`src/rtl/memory_map_decoder_with_timing_unit_assert.svh`:
```
// ----------------------------------------------------------------------------
// memory_map_decoder_with_timing_unit_assert.svh
// Assertion macros used by the memory map decoder RTL
// ----------------------------------------------------------------------------
`ifndef MEMORY_MAP_DECODER_WITH_TIMING_UNIT_ASSERT_SVH
`define MEMORY_MAP_DECODER_WITH_TIMING_UNIT_ASSERT_SVH

// same-cycle implication, quiet during reset
`define MMD_ASSERT_SAME(label, clk, rst_n, ante, cons) \
  label: assert property (@(posedge clk) disable iff (!rst_n) (ante) |-> (cons)) \
    else $error("assertion failed");

// next-cycle implication, quiet during reset
`define MMD_ASSERT_NEXT(label, clk, rst_n, ante, cons) \
  label: assert property (@(posedge clk) disable iff (!rst_n) (ante) |=> (cons)) \
    else $error("assertion failed");

`endif

```
`src/rtl/mmd_pkg.sv`:
```
`timescale 1ns / 1ps
// ----------------------------------------------------------------------------
// mmd_pkg
// Types and constants of the memory map decoder with access timing
// ----------------------------------------------------------------------------
package mmd_pkg;

  // bus access kinds
  typedef enum logic [1:0] {
    ACT_OPCODE  = 2'd0,
    ACT_OPERAND = 2'd1,
    ACT_READ    = 2'd2,
    ACT_WRITE   = 2'd3
  } action_t;

  // decoded targets
  typedef enum logic [2:0] {
    TGT_RAM  = 3'd0,
    TGT_ROM  = 3'd1,
    TGT_AV   = 3'd2,
    TGT_SPR  = 3'd3,
    TGT_MAP  = 3'd4,
    TGT_DROP = 3'd5
  } target_t;

  // map-control bit positions
  localparam int unsigned MAP_SEQ_DIS = 4;
  localparam int unsigned MAP_VEC_DIS = 3;
  localparam int unsigned MAP_ROM_DIS = 2;
  localparam int unsigned MAP_AV_DIS  = 1;
  localparam int unsigned MAP_SPR_DIS = 0;

  // pages and overlay offsets
  localparam logic [7:0]  PAGE_SPR     = 8'hfc;
  localparam logic [7:0]  PAGE_AV      = 8'hfd;
  localparam logic [7:0]  PAGE_ROM_LO  = 8'hfe;
  localparam logic [7:0]  PAGE_TOP     = 8'hff;
  localparam logic [8:0]  OFF_RAM_BYTE = 9'h1f8;
  localparam logic [8:0]  OFF_MAP_REG  = 9'h1f9;
  localparam logic [8:0]  OFF_VECTOR   = 9'h1fa;
  localparam logic [6:0]  OVERLAY_BASE = 7'h7f;
  localparam logic [15:0] ADDR_MAP_REG = 16'hfff9;
  localparam logic [15:0] ADDR_SLOW    = 16'hff80;
  localparam logic [3:0]  READBACK_HI  = 4'hf;

  // cycle costs
  localparam logic [5:0] COST_NONE = 6'd0;
  localparam logic [5:0] COST_FAST = 6'd4;
  localparam logic [5:0] COST_STD  = 6'd5;
  localparam logic [5:0] COST_SLOW = 6'd50;

  // decoder state
  typedef struct packed {
    logic [4:0] map_bits;
    logic       lp_valid;
    logic [7:0] lp_num;
  } state_t;

  // one decoded result
  typedef struct packed {
    target_t     target;
    logic [15:0] phys_address;
    logic [7:0]  read_data;
    logic [5:0]  cycle_cost;
  } result_t;

endpackage

```
`src/rtl/mmd_if.sv`:
```
`timescale 1ns / 1ps
// ----------------------------------------------------------------------------
// mmd_in_if / mmd_out_if
// Valid/ready channels for bus accesses and decoded results
// ----------------------------------------------------------------------------
interface mmd_in_if;
  logic        valid;
  logic        ready;
  logic [1:0]  action;
  logic [15:0] address;
  logic [7:0]  write_data;

  modport source (output valid, action, address, write_data, input ready);
  modport sink   (input valid, action, address, write_data, output ready);
endinterface

interface mmd_out_if;
  logic        valid;
  logic        ready;
  logic [2:0]  target;
  logic [15:0] phys_address;
  logic [7:0]  read_data;
  logic [5:0]  cycle_cost;

  modport source (output valid, target, phys_address, read_data, cycle_cost, input ready);
  modport sink   (input valid, target, phys_address, read_data, cycle_cost, output ready);
endinterface

```
`src/rtl/memory_map_decoder_with_timing_unit.sv`:
```
`timescale 1ns / 1ps
// ----------------------------------------------------------------------------
// memory_map_decoder_with_timing_unit
// Decodes processor bus accesses to RAM, ROM overlay, peripherals or the
// map-control register and reports the cycle cost of each access
// ----------------------------------------------------------------------------
// channel   | direction | payload
// in_bus    | sink      | action, address, write_data
// out_bus   | source    | target, phys_address, read_data, cycle_cost
//
// an accepted transaction passes through the input register and then the result
//   register before it leaves on out_bus
// throughput: one transaction per cycle while out_bus.ready is high; decode is one
//   combinational pass between the input register and the result register
// map bits and page tracker update as a transaction moves into the result
//   register, so each transaction sees the state left by the one before
// reset clears map bits, page tracker and both valid flags
// a stalled result holds its register; the input stage still fills behind it
// ----------------------------------------------------------------------------
`include "memory_map_decoder_with_timing_unit_assert.svh"

module memory_map_decoder_with_timing_unit (
  input  logic clk,
  input  logic rst_n,
  mmd_in_if.sink    in_bus,
  mmd_out_if.source out_bus
);

  logic              s1_valid_r;
  logic [1:0]        s1_action_r;
  logic [15:0]       s1_address_r;
  logic [7:0]        s1_wdata_r;
  mmd_pkg::state_t   state_r;
  mmd_pkg::state_t   state_nxt;
  mmd_pkg::result_t  dec_res;
  logic              out_valid_r;
  mmd_pkg::result_t  out_res_r;
  logic              s1_adv;
  logic              in_take;

  // handshake
  assign s1_adv       = s1_valid_r && (!out_valid_r || out_bus.ready);
  assign in_bus.ready = !s1_valid_r || s1_adv;
  assign in_take      = in_bus.valid && in_bus.ready;

  // input register
  always_ff @(posedge clk) begin
    if (!rst_n) begin
      s1_valid_r <= 1'b0;
    end else if (in_bus.ready) begin
      s1_valid_r <= in_bus.valid;
    end
  end

  always_ff @(posedge clk) begin
    if (in_take) begin
      s1_action_r  <= in_bus.action;
      s1_address_r <= in_bus.address;
      s1_wdata_r   <= in_bus.write_data;
    end
  end

  // decode
  mmd_decode u_decode (
    .action     (s1_action_r),
    .address    (s1_address_r),
    .write_data (s1_wdata_r),
    .st         (state_r),
    .st_nxt     (state_nxt),
    .res        (dec_res)
  );

  // map bits and page tracker
  always_ff @(posedge clk) begin
    if (!rst_n) begin
      state_r <= '0;
    end else if (s1_adv) begin
      state_r <= state_nxt;
    end
  end

  // result register
  always_ff @(posedge clk) begin
    if (!rst_n) begin
      out_valid_r <= 1'b0;
    end else if (s1_adv) begin
      out_valid_r <= 1'b1;
    end else if (out_bus.ready) begin
      out_valid_r <= 1'b0;
    end
  end

  always_ff @(posedge clk) begin
    if (s1_adv) begin
      out_res_r <= dec_res;
    end
  end

  assign out_bus.valid        = out_valid_r;
  assign out_bus.target       = out_res_r.target;
  assign out_bus.phys_address = out_res_r.phys_address;
  assign out_bus.read_data    = out_res_r.read_data;
  assign out_bus.cycle_cost   = out_res_r.cycle_cost;

  // assertions
  `MMD_ASSERT_SAME(a_stall_blocks_input, clk, rst_n,
    s1_valid_r && out_valid_r && !out_bus.ready, !in_bus.ready)
  `MMD_ASSERT_SAME(a_fast_needs_hit, clk, rst_n,
    s1_adv && (dec_res.cycle_cost == mmd_pkg::COST_FAST),
    state_r.lp_valid && !state_r.map_bits[mmd_pkg::MAP_SEQ_DIS])
  `MMD_ASSERT_SAME(a_periph_free, clk, rst_n,
    s1_adv && ((dec_res.target == mmd_pkg::TGT_AV) || (dec_res.target == mmd_pkg::TGT_SPR)),
    dec_res.cycle_cost == mmd_pkg::COST_NONE)
  `MMD_ASSERT_NEXT(a_data_access_forgets_page, clk, rst_n,
    s1_adv && ((s1_action_r == mmd_pkg::ACT_READ) || (s1_action_r == mmd_pkg::ACT_WRITE)),
    !state_r.lp_valid)

endmodule

```
`src/rtl/mmd_decode.sv`:
```
`timescale 1ns / 1ps
// ----------------------------------------------------------------------------
// mmd_decode
// Address decode, overlay mapping, cycle cost and next map/page state
// ----------------------------------------------------------------------------
module mmd_decode (
  input  logic [1:0]      action,
  input  logic [15:0]     address,
  input  logic [7:0]      write_data,
  input  mmd_pkg::state_t st,
  output mmd_pkg::state_t st_nxt,
  output mmd_pkg::result_t res
);

  logic [7:0] page;
  logic [8:0] off;
  logic       fetch;
  logic       write;
  logic       overlay;
  logic       spr;
  logic       av;
  logic       to_ram;
  logic       page_hit;

  // access classification
  assign page  = address[15:8];
  assign off   = address[8:0];
  assign fetch = (action == mmd_pkg::ACT_OPCODE) || (action == mmd_pkg::ACT_OPERAND);
  assign write = (action == mmd_pkg::ACT_WRITE);

  assign overlay = (page == mmd_pkg::PAGE_TOP) ||
                   ((page == mmd_pkg::PAGE_ROM_LO) && !st.map_bits[mmd_pkg::MAP_ROM_DIS]);
  assign spr = (page == mmd_pkg::PAGE_SPR) && !st.map_bits[mmd_pkg::MAP_SPR_DIS];
  assign av  = (page == mmd_pkg::PAGE_AV) && !st.map_bits[mmd_pkg::MAP_AV_DIS];

  assign page_hit = st.lp_valid && (st.lp_num == page);

  // overlay byte goes to ram or rom
  always_comb begin
    if (off >= mmd_pkg::OFF_VECTOR) begin
      to_ram = st.map_bits[mmd_pkg::MAP_VEC_DIS];
    end else if (off < mmd_pkg::OFF_RAM_BYTE) begin
      to_ram = st.map_bits[mmd_pkg::MAP_ROM_DIS];
    end else begin
      to_ram = (off == mmd_pkg::OFF_RAM_BYTE);
    end
  end

  // result and next state
  always_comb begin
    st_nxt           = st;
    res.target       = mmd_pkg::TGT_RAM;
    res.phys_address = address;
    res.read_data    = '0;
    res.cycle_cost   = mmd_pkg::COST_STD;

    if (spr || av) begin
      res.target     = spr ? mmd_pkg::TGT_SPR : mmd_pkg::TGT_AV;
      res.cycle_cost = mmd_pkg::COST_NONE;
      if (action != mmd_pkg::ACT_OPCODE) begin
        st_nxt.lp_valid = 1'b0;
      end
    end else if (overlay) begin
      if (off == mmd_pkg::OFF_MAP_REG) begin
        res.target       = mmd_pkg::TGT_MAP;
        res.phys_address = mmd_pkg::ADDR_MAP_REG;
        if (write) begin
          st_nxt.map_bits = {write_data[7], write_data[3:0]};
        end else begin
          res.read_data = {mmd_pkg::READBACK_HI, st.map_bits[3:0]};
        end
      end else if (to_ram) begin
        res.target       = mmd_pkg::TGT_RAM;
        res.phys_address = {mmd_pkg::OVERLAY_BASE, off};
      end else begin
        res.target       = write ? mmd_pkg::TGT_DROP : mmd_pkg::TGT_ROM;
        res.phys_address = {7'd0, off};
      end
      // overlay fetches leave the page tracker alone
      if (fetch) begin
        res.cycle_cost = (address == mmd_pkg::ADDR_SLOW) ? mmd_pkg::COST_SLOW
                                                         : mmd_pkg::COST_STD;
      end else begin
        st_nxt.lp_valid = 1'b0;
      end
    end else begin
      // plain ram with same-page fetch tracking
      if (fetch) begin
        if (page_hit) begin
          res.cycle_cost = st.map_bits[mmd_pkg::MAP_SEQ_DIS] ? mmd_pkg::COST_STD
                                                             : mmd_pkg::COST_FAST;
        end else begin
          st_nxt.lp_valid = 1'b1;
          st_nxt.lp_num   = page;
        end
      end else begin
        st_nxt.lp_valid = 1'b0;
      end
    end
  end

endmodule
```
`src/flat_wrapper.sv`:
```
// flat-port wrapper written by rule: the top's interface ports become plain ports
module memory_map_decoder_with_timing_unit_flat 
  (clk, rst_n, in_bus_valid, in_bus_action, in_bus_address, in_bus_write_data, in_bus_ready, out_bus_valid, out_bus_target, out_bus_phys_address, out_bus_read_data, out_bus_cycle_cost, out_bus_ready);
  mmd_in_if in_bus_i ();
  mmd_out_if out_bus_i ();
  input  logic clk;
  input  logic rst_n;
  input wire logic [$bits(in_bus_i.valid)-1:0] in_bus_valid;
  input wire logic [$bits(in_bus_i.action)-1:0] in_bus_action;
  input wire logic [$bits(in_bus_i.address)-1:0] in_bus_address;
  input wire logic [$bits(in_bus_i.write_data)-1:0] in_bus_write_data;
  output wire logic [$bits(in_bus_i.ready)-1:0] in_bus_ready;
  output wire logic [$bits(out_bus_i.valid)-1:0] out_bus_valid;
  output wire logic [$bits(out_bus_i.target)-1:0] out_bus_target;
  output wire logic [$bits(out_bus_i.phys_address)-1:0] out_bus_phys_address;
  output wire logic [$bits(out_bus_i.read_data)-1:0] out_bus_read_data;
  output wire logic [$bits(out_bus_i.cycle_cost)-1:0] out_bus_cycle_cost;
  input wire logic [$bits(out_bus_i.ready)-1:0] out_bus_ready;
  assign in_bus_i.valid = in_bus_valid;
  assign in_bus_i.action = in_bus_action;
  assign in_bus_i.address = in_bus_address;
  assign in_bus_i.write_data = in_bus_write_data;
  assign in_bus_ready = in_bus_i.ready;
  assign out_bus_valid = out_bus_i.valid;
  assign out_bus_target = out_bus_i.target;
  assign out_bus_phys_address = out_bus_i.phys_address;
  assign out_bus_read_data = out_bus_i.read_data;
  assign out_bus_cycle_cost = out_bus_i.cycle_cost;
  assign out_bus_i.ready = out_bus_ready;
  memory_map_decoder_with_timing_unit u_core (.clk(clk), .rst_n(rst_n), .in_bus(in_bus_i), .out_bus(out_bus_i));
endmodule
```
`config.mk`:
```
export PLATFORM = sky130hd
export DESIGN_NAME = memory_map_decoder_with_timing_unit_flat
export DESIGN_NICKNAME = d
export VERILOG_FILES = /design/src/rtl/mmd_pkg.sv /design/src/rtl/mmd_if.sv /design/src/rtl/memory_map_decoder_with_timing_unit.sv /design/src/rtl/mmd_decode.sv /design/src/flat_wrapper.sv
export VERILOG_INCLUDE_DIRS = /design/src /design/src/rtl
export SDC_FILE = /design/constraint.sdc
export NUM_CORES = 1
export LEC_CHECK = 0
export BUFFER_PORTS_ARGS = -buffer_cell sky130_fd_sc_hd__buf_4
export CAP_MARGIN = 20
export CORE_MARGIN = 2
export CORE_UTILIZATION = 52
export DETAILED_ROUTE_END_ITERATION = 8
export PLACE_DENSITY = 0.79
export SETUP_SLACK_MARGIN = 0.15
export SYNTH_ARGS = -nofsm -noshare
export SYNTH_HDL_FRONTEND = slang
export SYNTH_SLANG_ARGS = --single-unit
```
`constraint.sdc`:
```
create_clock -name clk -period 2.4 [get_ports clk]
set_clock_uncertainty 0.15 [all_clocks]
set_input_delay 0.12 -clock clk [delete_from_list [all_inputs] [get_ports clk]]
set_output_delay 0.12 -clock clk [all_outputs]
set_load 0.01 [all_outputs]
```
==> results of run 1 <==
[repair_timing]
item	4_1_cts	5_1_grt
endpoints found under the hold margin	26	0
gates resized for setup	0	1
setup endpoints to repair	0	1
hold buffers	26	0
[cell type report]
class	instances	area [um^2]	share of cell area, %
inverters	4	16.3	0.459
well taps	70	87.6	2.47
repair buffers	88	738	20.8
flip-flops and latches	66	1820	51.4
clock inverters	4	17.5	0.494
clock buffers	12	145	4.09
multi-input cells	105	721	20.3
[layout by cell type, fill, tap and decap left out, drive strengths merged, types with 5 or more instances in the layout]
master        n
nor2          5
clkinv        5
buf          62
nand4         5
nor3          5
dfxtp        16
edfxtp       50
nor2b         7
mux2i        14
xnor2         8
dlygate4sd3  26
nand2        23
clkbuf       12
and2         12
[layer usage]
metal	vias up	track usage, %	wire length [um]
met5	-	0	0
met4	0	10.5	78
met1	817	22.1	1980
met2	77	30.0	2530
met3	9	6.88	293
li1	840	-	-
[sequential cells by signal, indices dropped and copies added, names as in the netlist]
register,flops
u_core.out_bus.cycle_cost,3
u_core.out_bus.phys_address,16
u_core.out_bus.read_data,5
u_core.out_bus.target,3
u_core.out_bus.valid,1
u_core.s1_action_r,2
u_core.s1_address_r,16
u_core.s1_valid_r,1
u_core.s1_wdata_r,5
u_core.state_r,14
[metrics by stage]
step / hold slack, ns / cell area (um^2) / std cells / util [%] / total power, uW
2_1_floorplan: 0.0689 / 2670 / 196 / - / 1430
6_report: 0.0441 / 3550 / 349 / 70.3 / 2300
4_1_cts: 0.0241 / 3540 / 349 / 70.3 / 2310
3_5_place_dp: 0.149 / 3120 / 307 / 61.9 / 1510
5_1_grt: 0.0754 / 3550 / 349 / 70.3 / 2380
3_3_place_gp: 0.148 / 3120 / 307 / 61.9 / 1500
[logic make-up after synthesis]
| logic type | count (synthesis) |
|---|---|
| AND/OR/NAND/NOR | 67 |
| flip-flops | 66 |
| buffers and inverters | 25 |
| AO/OA/AOI/OAI | 15 |
| multiplexers | 14 |
| XOR/XNOR | 8 |
| other | 1 |
[power breakdown]
group          internal [uW]  switching [uW]
clock network            393             384
registers               1290            32.8
logic                    114            86.4
[critical path, stage by stage, from the launching register on]
cell	delay, ns
edfxtp_1	0.55
nand2_1	0.16
o21ai_0	0.40
nand4_1	0.30
and2_1	0.26
[worst paths after layout]
check | startpoint | slack (ns) | endpoint | cells past startpoint
max reg2reg | u_core.s1_address_r[8] | 0.34 | u_core.out_bus.phys_address[13] | 4
min | out_bus_ready | 0.04 | u_core.s1_valid_r | 4
max | u_core.s1_address_r[8] | 0.34 | u_core.out_bus.phys_address[13] | 4
min reg2reg | u_core.s1_address_r[7] | 0.31 | u_core.out_bus.phys_address[7] | 0
==> results_dict.tcl, run 1 <==
set metrics [dict create \
    run_status "finished, final reports clean" \
    syn-cell-area_um2 2670 \
    setup_viol 0 \
    syn_nets 226 \
    finalNetCount 304 \
    yosys.area_share.simple_pct 13.8 \
    maxClockFrequency_ghz 0.485 \
    final_layout_size_suffix_gt1_share_pct 30.1 \
    clkTransAtPathRegs_ns 0.06 \
    post_drt_wl_per_cell_um 14.0 \
    period_minus_slack_ns 2.06 \
    synth_top_family_by_area "simple AND/OR/NAND/NOR gates" \
    final-max-slew-violation-count 0 \
    antenna_found_initial 0 \
    synth.most_common_cell "edfxtp_1" \
    nFillCells 351 \
    synthArstFlopShare_pct 0 \
    hold_violations 0 \
    tritoncts "yes" \
    synthFlopType "edfxtp_1" \
    synth_cell_type_count 40 \
    start_kind "flop" \
    clock_latency_ns 0.34 \
    cts_setup_buffers 0 \
    vias_per_cell 4.99 \
    io_pins 65 \
    dieWidth_um 75.6 \
    critPathKind "flop to flop" \
    cp-end-kind "flop" \
    setup_ws_ns 0.339 \
    gr-usage-all-layers_pct 18.8 \
    die_h_um 75.6 \
    io_buffers 60 \
    worstPathRequired_ns 2.34 \
    synth_edf_count 50 \
    vdd_drop_max_mv 0.517 \
    hold_path.class "input pin to flop" \
    avgSynthCellArea_um2 13.6 \
    crit_fanout 7 \
    gp_congestion 0.814 \
    maxCapViolCount 0 \
    fin_tns_setup_ns 0 \
    ant_nets 0 \
    seq_area_frac_synth_pct 68.3 \
    htree_levels 3 \
    synth_compound_area_share_pct 4.83 \
    period_share_pct 85.9 \
    grt_overflow 0 \
    coreArea_um2 5040 \
    drt_iter0_drc 110 \
    cts_buffers 9 \
    clock_path_buffers 2 \
    synth_commonest_cells "edfxtp_1 (50), nand2_1 (23), dfxtp_1 (16), mux2i_1 (14)" \
    rows 26 \
    synth_area_leaders "edfxtp_1 (56%), dfxtp_1 (12%), mux2i_1 (5.3%), nand2_1 (3.2%), and2_1 (2.8%)" \
    grt_pass1_wl_um 7440 \
    synth_seq_cells 66 \
    die_area_um2 5720 \
    area_growth_pct 33.0 \
    via_count 1743 \
    synthXorXnorAreaFrac_pct 2.63 \
    yosys.area_share.adder_pct 0 \
    grt_max_degree 26 \
    routed_wl_um 4880 \
    place_ws_ns 0.344 \
    dp_hpwl_um 3360 \
    numClockSinks 66 \
    synth_top_area_share_pct 56.3 \
    clockRootBuffer "clkbuf_8" \
    start_util_pct 52.9 \
    rsz0062_at_grt "no" \
    slew_headroom_pct 28.1 \
    synth_largest_area_cell "edfxtp_1" \
    syn_inst 196 \
    antenna_cells 0 \
    drc 0 \
    worstMarginPinSlew_ns 1.08 \
    cellLeakagePower_uw 0.00136 \
    grt_pass1_vias 1633 \
    arrival_ns 2.00 \
    yosysWarnings 0 \
    firstDrtPassIters 4 \
    power_density_nw_per_um2 647 \
    synth.mux.area_fraction_pct 5.25 \
]
(Power assumes the default switching activity.)
==> run 2: changes to the inputs <==
Settings changed: MAX_ROUTING_LAYER set to met4.
==> results_dict.tcl, run 2 (synthesis gave the netlist of run 1 again) <==
set metrics [dict create \
    via_count 1747 \
    tritoncts "yes" \
    critical-path-max-stage-delay_ns 0.55 \
    start_util_pct 52.9 \
    grt_overflow 0 \
    slowest_stage "edfxtp_1" \
    maxCapViolCount 0 \
    final_layout_size_suffix_gt1_share_pct 29.7 \
    total_power_uw 2300 \
    dieWidth_um 75.6 \
    die_h_um 75.6 \
    clock_latency_ns 0.34 \
    gr-usage-all-layers_pct 19.5 \
    rows 26 \
    worstMarginPinSlew_ns 1.07 \
    fin_area_um2 3540 \
    slew_headroom_pct 28.5 \
    final_cells 349 \
    mostFrequentLayoutCells "buf_4 (61), edfxtp_1 (50), dlygate4sd3_1 (26), nand2_1 (23), dfxtp_1 (16)" \
    antenna_found_initial 0 \
    vias_per_cell 5.01 \
    numClockSinks 66 \
    hold_violations 0 \
    io_buffers 60 \
    die_area_um2 5720 \
    post_drt_wl_per_cell_um 14.1 \
    grt_max_degree 26 \
    finalNetCount 304 \
    fin_tns_setup_ns 0 \
    r2r_cells 5 \
    final-max-slew-violation-count 0 \
    worstHoldPathCells 4 \
    place_area_um2 3120 \
    arrival_ns 2.03 \
    timing.rr.end "u_core.out_bus.target[0]" \
    gp_congestion 0.826 \
    critPathLaunch "u_core.s1_address_r[8]" \
    placed_cells 307 \
    grt_pass1_vias 1629 \
    start_kind "flop" \
    period_share_pct 87.9 \
    ant_nets 0 \
    vdd_drop_max_mv 0.514 \
    area.sequential_um2 1820 \
    holdPathEnd "u_core.s1_valid_r" \
    clock_path_buffers 2 \
    htree_levels 3 \
    io_pins 65 \
    min_from "out_bus_ready" \
    period_minus_slack_ns 2.11 \
    power_density_nw_per_um2 648 \
    dp_hpwl_um 3360 \
    clkTransAtPathRegs_ns 0.06 \
    firstDrtPassIters 4 \
    cts_setup_buffers 0 \
    critPathKind "flop to flop" \
    maxClockFrequency_ghz 0.474 \
    clockRootBuffer "clkbuf_8" \
    crit_fanout 7 \
    nFillCells 352 \
    cts_buffers 9 \
    cp-end-kind "flop" \
    coreArea_um2 5040 \
    rsz0062_at_grt "no" \
    path_cells "nand2_1 > nor2_1 > o21ai_0 > nand4_1 > o41ai_1" \
    antenna_cells 0 \
    run_status "finished, final reports clean" \
    drt_iter0_drc 122 \
    r2r_setup_slack_ns 0.29 \
    hold_path.class "input pin to flop" \
    cellLeakagePower_uw 0.00136 \
    routed_wl_um 4920 \
    multi_input_area_um2 718 \
    worstReg2RegStart "u_core.s1_address_r[8]" \
    drc 0 \
    final_common_cell "buf_4" \
    grt_pass1_wl_um 7490 \
    setup_viol 0 \
    worstPathRequired_ns 2.32 \
    area_growth_pct 32.9 \
]
-- run 2: layout make-up --
cell class / count / share of cell area, %
multi-input combinational: 105 / 20.3
tap: 70 / 2.47
inverter: 4 / 0.459
timing repair buffer: 88 / 20.8
clock buffer: 12 / 4.09
sequential: 66 / 51.4
clock inverter: 4 / 0.494
-- run 2: power breakdown --
part	total (uW)	leakage, uW	internal [uW]	switching [uW]
clock	778	0.0000852	393	386
sequential	1320	0.000596	1290	33.5
combinational	200	0.000674	114	86.0
-- run 2: worst max path at each step --
stage | to | slack [ns] | cells past startpoint
3_3_place_gp | u_core.out_bus.phys_address[11] | 0.49 | 4
3_5_place_dp | u_core.out_bus.target[0] | 0.34 | 5
2_1_floorplan | u_core.s1_action_r[0] | 0.63 | 3
6_report | u_core.out_bus.target[0] | 0.29 | 5
5_1_grt | u_core.out_bus.target[0] | 0.15 | 5
4_1_cts | u_core.out_bus.target[0] | 0.32 | 5
-- run 2: metrics by stage --
step | hold WS, ns | utilization [%] | setup WS, ns
6_report | 0.0476 | 70.3 | 0.290
3_3_place_gp | 0.148 | 61.9 | 0.485
2_1_floorplan | 0.0689 | - | 0.635
3_5_place_dp | 0.149 | 61.9 | 0.344
4_1_cts | 0.0241 | 70.3 | 0.317
5_1_grt | 0.0729 | 70.3 | 0.151
-- run 2: worst max-delay path, delay by kind of cell (launching register included) --
| kind | cells | cell delay (ns) |
|---|---|---|
| AND/OR/NAND/NOR | 3 | 0.75 |
| flip-flops | 1 | 0.55 |
| AO/OA/AOI/OAI | 2 | 0.39 |
-- run 2: what timing repair did --
item,4_1_cts,5_1_grt
resized for setup,0,0
hold endpoints to repair,26,0
hold buffers,26,0
-- run 2: metal layers --
metal	track usage (%)	share of wire (%)	routed length [um]
met1	22.6	42	2070
met3	8.07	5.4	266
met2	29.9	51	2520
met4	8.77	1.3	63
met5	-	0	0
==> run 3: changes to the inputs <==
Settings changed: ABC_AREA set to 1, CORE_MARGIN 2 to 1, CORE_UTILIZATION 52 to 53, PLACE_DENSITY 0.79 to 0.8.
==> results_dict.tcl, run 3 <==
set metrics [dict create \
    rsz0062_at_grt "no" \
    clock_path_buffers 2 \
    io_pins 65 \
    synth_top_family_by_area "simple AND/OR/NAND/NOR gates" \
    coreArea_um2 5070 \
    cts_resized 0 \
    path_cells "inv_2 > nor2_1 > nand3_2 > nand2_2 > inv_2 > a211oi_2 > nand2_1 > inv_2 > nor2_1" \
    final-max-slew-violation-count 0 \
    dieWidth_um 74.4 \
    area_growth_pct 35.8 \
    io_buffers 60 \
    grt_pass1_wl_um 8250 \
    clock_latency_ns 0.33 \
    die_area_um2 5540 \
    syn-cell-area_um2 2780 \
    finalNetCount 389 \
    grt_max_degree 24 \
    start_kind "flop" \
    cellLeakagePower_uw 0.00169 \
    synthFlopType "edfxtp_1" \
    routed_wl_um 5240 \
    numClockSinks 66 \
    cts_buffers 9 \
    synth_largest_area_cell "edfxtp_1" \
    gr-usage-all-layers_pct 21.7 \
    seq_area_frac_synth_pct 65.5 \
    start_util_pct 54.8 \
    clkTransAtPathRegs_ns 0.07 \
    power_density_nw_per_um2 720 \
    arrival_ns 1.88 \
    mostFrequentLayoutCells "buf_4 (63), nand2_1 (61), nor2_1 (51), edfxtp_1 (50), inv_1 (31)" \
    avgSynthCellArea_um2 10.1 \
    dp_hpwl_um 3450 \
    run_status "finished, final reports clean" \
    final_common_cell "buf_4" \
    die_h_um 74.4 \
    ant_nets 0 \
    synth.mux.area_fraction_pct 0 \
    hold_path.class "flop to flop" \
    critPathKind "flop to flop" \
    drt_iter0_drc 117 \
    worstPathRequired_ns 2.33 \
    synth_top_area_share_pct 54.0 \
    vdd_drop_max_mv 0.488 \
    synthArstFlopShare_pct 0 \
    final_layout_size_suffix_gt1_share_pct 26.9 \
    gp_congestion 0.814 \
    hold_violations 0 \
    firstDrtPassIters 4 \
    slowest_stage "edfxtp_1" \
    period_share_pct 81.0 \
    synth_compound_area_share_pct 2.43 \
    synth_seq_cells 66 \
    cp_common_cell "inv_2" \
    post_drt_wl_per_cell_um 12.1 \
    synth.most_common_cell "nand2_1" \
    grt_pass1_vias 1841 \
    final_cells 434 \
    clockRootBuffer "clkbuf_8" \
    fin_tns_setup_ns 0 \
    antenna_cells 0 \
    placed_cells 390 \
    yosysWarnings 0 \
    path_buf_inv 3 \
    synth_cell_type_count 25 \
    maxCapViolCount 0 \
    crit_family "simple AND/OR/NAND/NOR gates" \
    synth_commonest_cells "nand2_1 (61), nor2_1 (51), edfxtp_1 (50), inv_1 (31), dfxtp_1 (16)" \
    synth_area_leaders "edfxtp_1 (54%), dfxtp_1 (12%), nand2_1 (8.2%), nor2_1 (6.9%), inv_1 (4.2%)" \
    tritoncts "yes" \
    rows 26 \
    grt_overflow 0 \
    maxClockFrequency_ghz 0.514 \
    yosys.area_share.adder_pct 0 \
    antenna_found_initial 0 \
    syn_inst 275 \
    crit_fanout 8 \
    period_minus_slack_ns 1.95 \
    synthXorXnorAreaFrac_pct 0 \
    syn_nets 305 \
    critical-path-max-stage-delay_ns 0.54 \
    htree_levels 3 \
    via_count 2024 \
    cp-end-kind "flop" \
    yosys.area_share.simple_pct 23.3 \
    synth_edf_count 50 \
    vias_per_cell 4.66 \
    drc 0 \
    setup_viol 0 \
]
[run 3: cell count changes in the layout (fill, tap and decap cells not counted), moves of 8 or more]
cell and change:
xnor2_1 -8, inv_1 +29, and2_1 -12, nand2_1 +38, mux2i_1 -14, nor2_1 +46
[run 3: cells by family (layout without fill, tap and decap cells)]
| group | after synthesis | count (layout) |
|---|---|---|
| AO/OA/AOI/OAI | 12 | 12 |
| buffers and inverters | 55 | 144 |
| flip-flops | 66 | 66 |
| other | 1 | 1 |
| AND/OR/NAND/NOR | 141 | 141 |
[run 3: routing by layer]
layer,up-vias,wire length (um),track usage [%]
met4,0,97,14.3
met3,9,253,4.47
met2,63,2620,33.2
met1,915,2270,25.9
met5,-,0,-
li1,1037,-,-
[run 3: worst paths after layout]
kind                               start                         endpoint  slack, ns  cells after the start
setup / recovery  u_core.s1_address_r[9]  u_core.out_bus.phys_address[10]       0.45                      9
hold reg to reg   u_core.s1_address_r[2]   u_core.out_bus.phys_address[2]       0.31                      0
setup reg to reg  u_core.s1_address_r[9]  u_core.out_bus.phys_address[10]       0.45                      9
hold / removal    u_core.s1_address_r[2]   u_core.out_bus.phys_address[2]       0.31                      0
[run 3: area by class of cell]
| cell class | instances | area, um^2 |
|---|---|---|
| multi-input combinational | 154 | 719 |
| clock inverter | 6 | 129 |
| tap | 70 | 87.6 |
| fill | 363 | 1300 |
| inverter | 37 | 139 |
| clock buffer | 10 | 128 |
| timing repair buffer | 91 | 753 |
| sequential | 66 | 1820 |
[run 3: report_power, final]
part	internal [uW]	switching, uW	leakage (uW)	total [uW]
logic	110	106	0.000958	217
clock network	790	395	0.000128	1180
registers	1290	30.5	0.000607	1320
total	2190	531	0.00169	2720
[run 3: repair_timing]
action	4_1_cts	5_1_grt
hold endpoints to repair	39	0
hold buffers	28	0
buffers inserted	0	0
[run 3: per-stage QoR]
| stage | hold slack [ns] | power (uW) | area (um^2) | setup slack (ns) | util, % |
|---|---|---|---|---|---|
| floorplan | 0.0689 | 1440 | 2780 | 0.491 | - |
| CTS | 0.300 | 2740 | 3780 | 0.462 | 74.4 |
| global placement | 0.148 | 1510 | 3240 | 0.513 | 63.9 |
| global route | 0.327 | 2810 | 3780 | 0.307 | 74.4 |
| finish | 0.309 | 2720 | 3780 | 0.455 | 74.4 |
| detailed placement | 0.149 | 1520 | 3240 | 0.486 | 63.9 |
